`config.mk`:
```
export PLATFORM = sky130hd
export DESIGN_NAME = next_prime_finder
export DESIGN_NICKNAME = d
export VERILOG_FILES = /design/src/hw/rtl/npf_pkg.sv /design/src/hw/rtl/npf_rem_unit.sv /design/src/hw/rtl/next_prime_finder.sv
export SDC_FILE = /design/constraint.sdc
export NUM_CORES = 1
export LEC_CHECK = 0
export BUFFER_PORTS_ARGS = -buffer_cell sky130_fd_sc_hd__buf_4
export CAP_MARGIN = 20
export CORE_ASPECT_RATIO = 1.2
export CORE_UTILIZATION = 30
export CTS_CLUSTER_DIAMETER = 100
export DETAILED_ROUTE_END_ITERATION = 7
export HOLD_SLACK_MARGIN = 0.06
export PLACE_DENSITY = 0.5
export SLEW_MARGIN = 10
export SYNTH_ARGS = -nofsm -noshare
export SYNTH_HDL_FRONTEND = slang
export SYNTH_SLANG_ARGS = --single-unit
```
`constraint.sdc`:
```
create_clock -name clk -period 4.1 [get_ports clk]
set_input_delay 0.82 -clock clk [delete_from_list [all_inputs] [get_ports clk]]
set_output_delay 0.82 -clock clk [all_outputs]
set_load 0.03 [all_outputs]
```
`src/hw/rtl/npf_pkg.sv`:
```
package npf_pkg;

	// default width of the signed start value
	localparam int DATA_WIDTH_DEF = 32;

	// width of the result field
	localparam int PRIME_W = 31;

	// status from the remainder unit to the sequencer
	typedef struct packed {
		logic done;
		logic zero;
	} rem_sts_t;

endpackage

```
`src/hw/rtl/npf_rem_unit.sv`:
```
module npf_rem_unit #(
	parameter int DIVIDEND_W = 32,
	parameter int DIVISOR_W  = 17
) (
	input  logic                  clk,
	input  logic                  arst_n,
	input  logic                  start,
	input  logic [DIVIDEND_W-1:0] dividend,
	input  logic [DIVISOR_W-1:0]  divisor,
	output npf_pkg::rem_sts_t     sts
);
	import npf_pkg::*;

	localparam int CNT_W = $clog2(DIVIDEND_W + 1);

	logic                  busy_q;
	logic                  done_q;
	logic [CNT_W-1:0]      cnt_q;
	logic [DIVIDEND_W-1:0] num_q;
	logic [DIVISOR_W-1:0]  den_q;
	logic [DIVISOR_W-1:0]  rem_q;
	logic [DIVISOR_W:0]    rem_sh;
	logic [DIVISOR_W:0]    rem_sub;
	logic                  fits;

	// shift in the next dividend bit and try one subtraction
	always_comb begin
		rem_sh  = {rem_q, num_q[DIVIDEND_W-1]};
		rem_sub = rem_sh - {1'b0, den_q};
		fits    = (rem_sh >= {1'b0, den_q});
	end

	// hold control state
	always_ff @(posedge clk or negedge arst_n) begin
		if (!arst_n) begin
			busy_q <= 1'b0;
			done_q <= 1'b0;
			cnt_q  <= '0;
		end else begin
			done_q <= 1'b0;
			if (start) begin
				busy_q <= 1'b1;
				cnt_q  <= CNT_W'(DIVIDEND_W);
			end else if (busy_q) begin
				cnt_q <= cnt_q - 1'b1;
				if (cnt_q == CNT_W'(1)) begin
					busy_q <= 1'b0;
					done_q <= 1'b1;
				end
			end
		end
	end

	// advance the restoring division one bit a cycle
	always_ff @(posedge clk) begin
		if (start) begin
			num_q <= dividend;
			den_q <= divisor;
			rem_q <= '0;
		end else if (busy_q) begin
			num_q <= {num_q[DIVIDEND_W-2:0], 1'b0};
			rem_q <= fits ? rem_sub[DIVISOR_W-1:0] : rem_sh[DIVISOR_W-1:0];
		end
	end

	assign sts.done = done_q;
	assign sts.zero = (rem_q == '0);

endmodule

```
`src/hw/rtl/next_prime_finder.sv`:
```
// Next prime at or above a signed start value, by trial division with odd divisors.
// Start values of 2 or less give 2 with no divisor trial; otherwise each odd candidate up to
// the result gets up to sqrt(candidate)/2 divisor trials, each run bit-serially in the
// serial remainder unit.
// Throughput: one request at a time; in_stall stays high until the result is taken.
// Reset: arst_n clears the sequencer and handshake flags at once; no clearing pass.
module next_prime_finder #(
	parameter int DATA_WIDTH = npf_pkg::DATA_WIDTH_DEF
) (
	input  logic                        clk,
	input  logic                        arst_n,
	input  logic                        in_valid,
	output logic                        in_stall,
	input  logic signed [DATA_WIDTH-1:0] start_value,
	output logic                        out_valid,
	input  logic                        out_stall,
	output logic [npf_pkg::PRIME_W-1:0] prime_found
);
	import npf_pkg::*;

	localparam int DIV_W = (DATA_WIDTH + 1) / 2 + 1;
	localparam int SQ_W  = DATA_WIDTH + 1;

	typedef enum logic [2:0] {
		ST_IDLE,
		ST_ODD,
		ST_TEST,
		ST_DIV,
		ST_OUT
	} state_t;

	state_t                state_q;
	logic                  start_q;
	logic [DATA_WIDTH-1:0] cand_q;
	logic [DIV_W-1:0]      div_q;
	logic [SQ_W-1:0]       sq_q;
	rem_sts_t              rem_sts;
	logic                  small_in;

	// start values that are negative, zero, one or two
	assign small_in = start_value[DATA_WIDTH-1] ||
		(start_value[DATA_WIDTH-2:0] <= (DATA_WIDTH-1)'(2));

	// sequence candidates and divisor trials
	always_ff @(posedge clk or negedge arst_n) begin
		if (!arst_n) begin
			state_q <= ST_IDLE;
			start_q <= 1'b0;
		end else begin
			start_q <= 1'b0;
			unique case (state_q)
				ST_IDLE: begin
					if (in_valid) begin
						state_q <= small_in ? ST_OUT : ST_ODD;
					end
				end
				ST_ODD: begin
					state_q <= cand_q[0] ? ST_TEST : ST_ODD;
				end
				ST_TEST: begin
					if (sq_q <= {1'b0, cand_q}) begin
						start_q <= 1'b1;
						state_q <= ST_DIV;
					end else begin
						state_q <= ST_OUT;
					end
				end
				ST_DIV: begin
					if (rem_sts.done) begin
						state_q <= rem_sts.zero ? ST_ODD : ST_TEST;
					end
				end
				ST_OUT: begin
					if (!out_stall) begin
						state_q <= ST_IDLE;
					end
				end
				default: state_q <= ST_IDLE;
			endcase
		end
	end

	// hold candidate, divisor and divisor square
	always_ff @(posedge clk) begin
		unique case (state_q)
			ST_IDLE: begin
				if (in_valid) begin
					cand_q <= small_in ? DATA_WIDTH'(2) : start_value;
				end
			end
			ST_ODD: begin
				div_q <= DIV_W'(3);
				sq_q  <= SQ_W'(9);
				if (!cand_q[0]) begin
					cand_q <= cand_q + 1'b1;
				end
			end
			ST_DIV: begin
				if (rem_sts.done) begin
					if (rem_sts.zero) begin
						cand_q <= cand_q + 1'b1;
					end else begin
						div_q <= div_q + DIV_W'(2);
						sq_q  <= sq_q + SQ_W'({div_q, 2'b00}) + SQ_W'(4);
					end
				end
			end
			default: begin
			end
		endcase
	end

	npf_rem_unit #(
		.DIVIDEND_W(DATA_WIDTH),
		.DIVISOR_W (DIV_W)
	) u_rem (
		.clk     (clk),
		.arst_n  (arst_n),
		.start   (start_q),
		.dividend(cand_q),
		.divisor (div_q),
		.sts     (rem_sts)
	);

	assign in_stall    = (state_q != ST_IDLE);
	assign out_valid   = (state_q == ST_OUT);
	assign prime_found = PRIME_W'(cand_q);

endmodule

```
==> impl_metrics.ini <==
[setup_path]
startpoint_type = register
required_ps = 4290
rr_endpoint = sq_q[27]$_SDFFCE_PN0P_
cp-endpoint = sq_q[27]$_SDFFCE_PN0P_
slowest_delay_ps = 470
reg2reg_slack_ps = 1030
path_cells = ha_1 > fa_1 > a21o_1 > a221o_1 > a31o_2 > a31oi_2 > nor3b_1 > xnor2_1 > nor2_1
crit_slowest_cell = fa_1
cp-end-kind = register
worstReg2RegStart = div_q[1]$_SDFFCE_PN1P_
worstSetupPathType = register to register
reg2reg_depth = 9
arrival_ps = 3260
path_max_fanout = 6
crit_start = div_q[1]$_SDFFCE_PN1P_

[layout]
area_delta_synth_final_pct = 14.61
design_area_um2 = 11610
fin_nets = 1163
utilization = 0.3502
drive_above_1_share = 0.1528
diodes = 0

[sta]
postLayoutSetupSlackWorst_ps = 1028
period_needed_ps = 3072
fin_setup_tns_ps = 0
rsz0062_at_grt = no
tightest_slew_ps = 850.3
finClkSkew_ps = 11.26
final-setup-viol-count = 0
period_share = 0.7493
hold_viol_final = 0
drv_slew = 0
timing.slew.headroom = 0.4287
max_freq_mhz = 325.5

[grt]
grt_pass1_wl_um = 41220
grt_pass1_vias = 7463
grt_max_degree = 47
grtUsageTotal = 0.1546
grt-ovfl-total = 0
antenna_found_initial = 0

[floorplanning]
start_util = 0.3056
die_area_um2 = 34520
coreArea_um2 = 33160
ios = 69
die_h_um = 203.3
die_w_um = 169.8
num_rows = 73

[power_and_ir_drop]
p_per_area_nw_per_um2 = 714.5
leakagePower_nw = 4.563
peakVddDrop_mv = 0.3212
finalPower_mw = 8.297

[clock_tree]
clkTransAtPathRegs_ps = 70
clock_latency_ps = 440
postCtsHoldBufs = 0
numCtsBuffers = 17
cts_tree = built
htreeDepth = 4
cts_root_buffer = clkbuf_16
cts_buffer_depth = 2
postCtsSetupRepairBufs = 0
cts_resized = 0
cts.sinks = 155

[place]
place.gp.congestion = 0.8332
placed_area_um2 = 10970
port_buffers = 68
place_ws_ps = 929.5
dp_hpwl_um = 18820

[yosys]
yosysSeqAreaShare = 0.4367
synth_area_leaders = edfxtp_1, ha_1, xnor2_1, mux2_2, dfxtp_1
ys.warnings.count = 0
synth-edff-count = 126
ys_seq_elements = 155
ys_types = 76
synthCells = 999
async_flop_share = 0.07742
yosys.area.top_type = edfxtp_1
synth_top_area_share = 0.3734
synth_area_um2 = 10130
synth_nets = 1121
ys.flop_type = edfxtp_1
syn_avg_cell_area_um2 = 10.14

[routing]
vias = 7463
ant_nets = 0
drt-wirelength-per-cell_um = 16.96
drc = 0
drt_wl_total_um = 25510
routed_via_density = 4.962
drt_iter0_markers = 526
firstDrtPassIters = 5

[flow_run]
maxCapViolations = 0

[outcome]
status = finished clean

[worst_hold_path]
min_path_type = input port to async pin
==> sequential cells by signal, summed over array words and instances (netlist names) <==
register      count
start_q           1
u_rem.num_q      32
cand_q           32
div_q            16
u_rem.busy_q      1
state_q           3
sq_q             30
u_rem.rem_q      17
u_rem.done_q      1
u_rem.cnt_q       6
u_rem.den_q      16
==> power by group <==
group | switching [mW] | internal (mW)
sequential | 0.572 | 2.35
clock | 0.745 | 1.01
combinational | 2.16 | 1.46
total | 3.48 | 4.82
==> cell usage in the layout, fill, tap and decap left out, types with 7 or more instances in the layout <==
cell / synthesis / layout
o21ai_1: 9 / 10
clkbuf_16: 0 / 17
xor2_1: 24 / 24
nand2b_1: 7 / 7
and3_1: 16 / 16
o21ai_0: 54 / 53
dfrtp_1: 12 / 11
buf_4: 31 / 79
nor2b_1: 8 / 8
nand3_1: 27 / 27
mux2i_1: 14 / 14
mux2_2: 31 / 31
nor3_1: 20 / 20
nand4_1: 17 / 17
and4_1: 8 / 8
a211oi_1: 15 / 15
dfxtp_1: 17 / 17
a21oi_1: 50 / 49
a21o_1: 14 / 14
or3_1: 8 / 8
ha_1: 84 / 84
nand2_1: 84 / 83
xnor2_1: 49 / 49
nor4_1: 11 / 11
edfxtp_1: 126 / 126
inv_1: 67 / 67
nor2_1: 78 / 77
a31oi_1: 7 / 7
==> synth_stat cells (12+ instances only) <==
cell and count:
edfxtp_1 126, ha_1 84, nand2_1 84, nor2_1 78, inv_1 67, o21ai_0 54
a21oi_1 50, xnor2_1 49, buf_4 31, mux2_2 31, nand3_1 27, xor2_1 24
nor3_1 20, dfxtp_1 17, nand4_1 17, and3_1 16, clkbuf_1 16, a211oi_1 15
a21o_1 14, mux2i_1 14, dfrtp_1 12
==> how the worst min path moves through the flow <==
stage	start	slack, ps	end
after floorplan	u_rem.rem_q[7]$_SDFFE_PP0P_	450	u_rem.rem_q[7]$_SDFFE_PP0P_
after global placement	u_rem.rem_q[15]$_SDFFE_PP0P_	490	u_rem.rem_q[15]$_SDFFE_PP0P_
after detailed placement	u_rem.rem_q[15]$_SDFFE_PP0P_	500	u_rem.rem_q[15]$_SDFFE_PP0P_
after CTS	arst_n	200	u_rem.cnt_q[3]$_DFFE_PN0P_
after global routing	arst_n	200	u_rem.cnt_q[4]$_DFFE_PN0P_
final	arst_n	220	start_q$_DFF_PN0_
==> critical path, delay by kind of cell (launching register included) <==
family	cells	cell delay, ps
xor gates and xnor gates	1	160
adders and majority gates	2	850
DFF	1	450
and+or+nand+nor	2	160
AOI/OAI and AO/OA	4	1190
==> layer usage <==
| metal | wire length (µm) | part of all wire | vias to the layer above | GRT usage |
|---|---|---|---|---|
| met5 | 0 | 0 | - | 0 |
| met4 | 450 | 0.018 | 0 | 0.04569 |
| met3 | 825 | 0.032 | 25 | 0.02853 |
| met2 | 12220 | 0.48 | 138 | 0.2535 |
| met1 | 12020 | 0.47 | 3578 | 0.2061 |
| li1 | - | - | 3722 | - |
==> metrics by stage <==
step | hold WS (ps) | std cells
floorplan | 452.6 | 999
detailed placement | 500.1 | 1472
finish | 216.4 | 1504
global route | 198.6 | 1504
CTS | 198.5 | 1504
global placement | 491.6 | 1472
==> cell type report <==
| type | instances | area [µm²] |
|---|---|---|
| fill | 3349 | 21540 |
| clock inverter | 14 | 198.9 |
| clock buffer | 18 | 439.2 |
| tap | 450 | 563.0 |
| multi-input combinational | 721 | 5141 |
| sequential | 155 | 4425 |
| inverter | 67 | 251.5 |
| timing repair buffer | 79 | 593.1 |
==> cells by family (layout without fill, tap and decap cells) <==
logic type,Yosys count,in the layout,synth area share
DFF,155,155,0.4367
and+or+nand+nor,304,304,0.1484
AOI/OAI and AO/OA,213,213,0.1372
adders and majority gates,86,86,0.1077
buffers and inverters,123,178,0.05866
xor gates and xnor gates,73,73,0.06310
muxes,45,45,0.04828
Note: power is estimated with default switching activity, not from simulation.
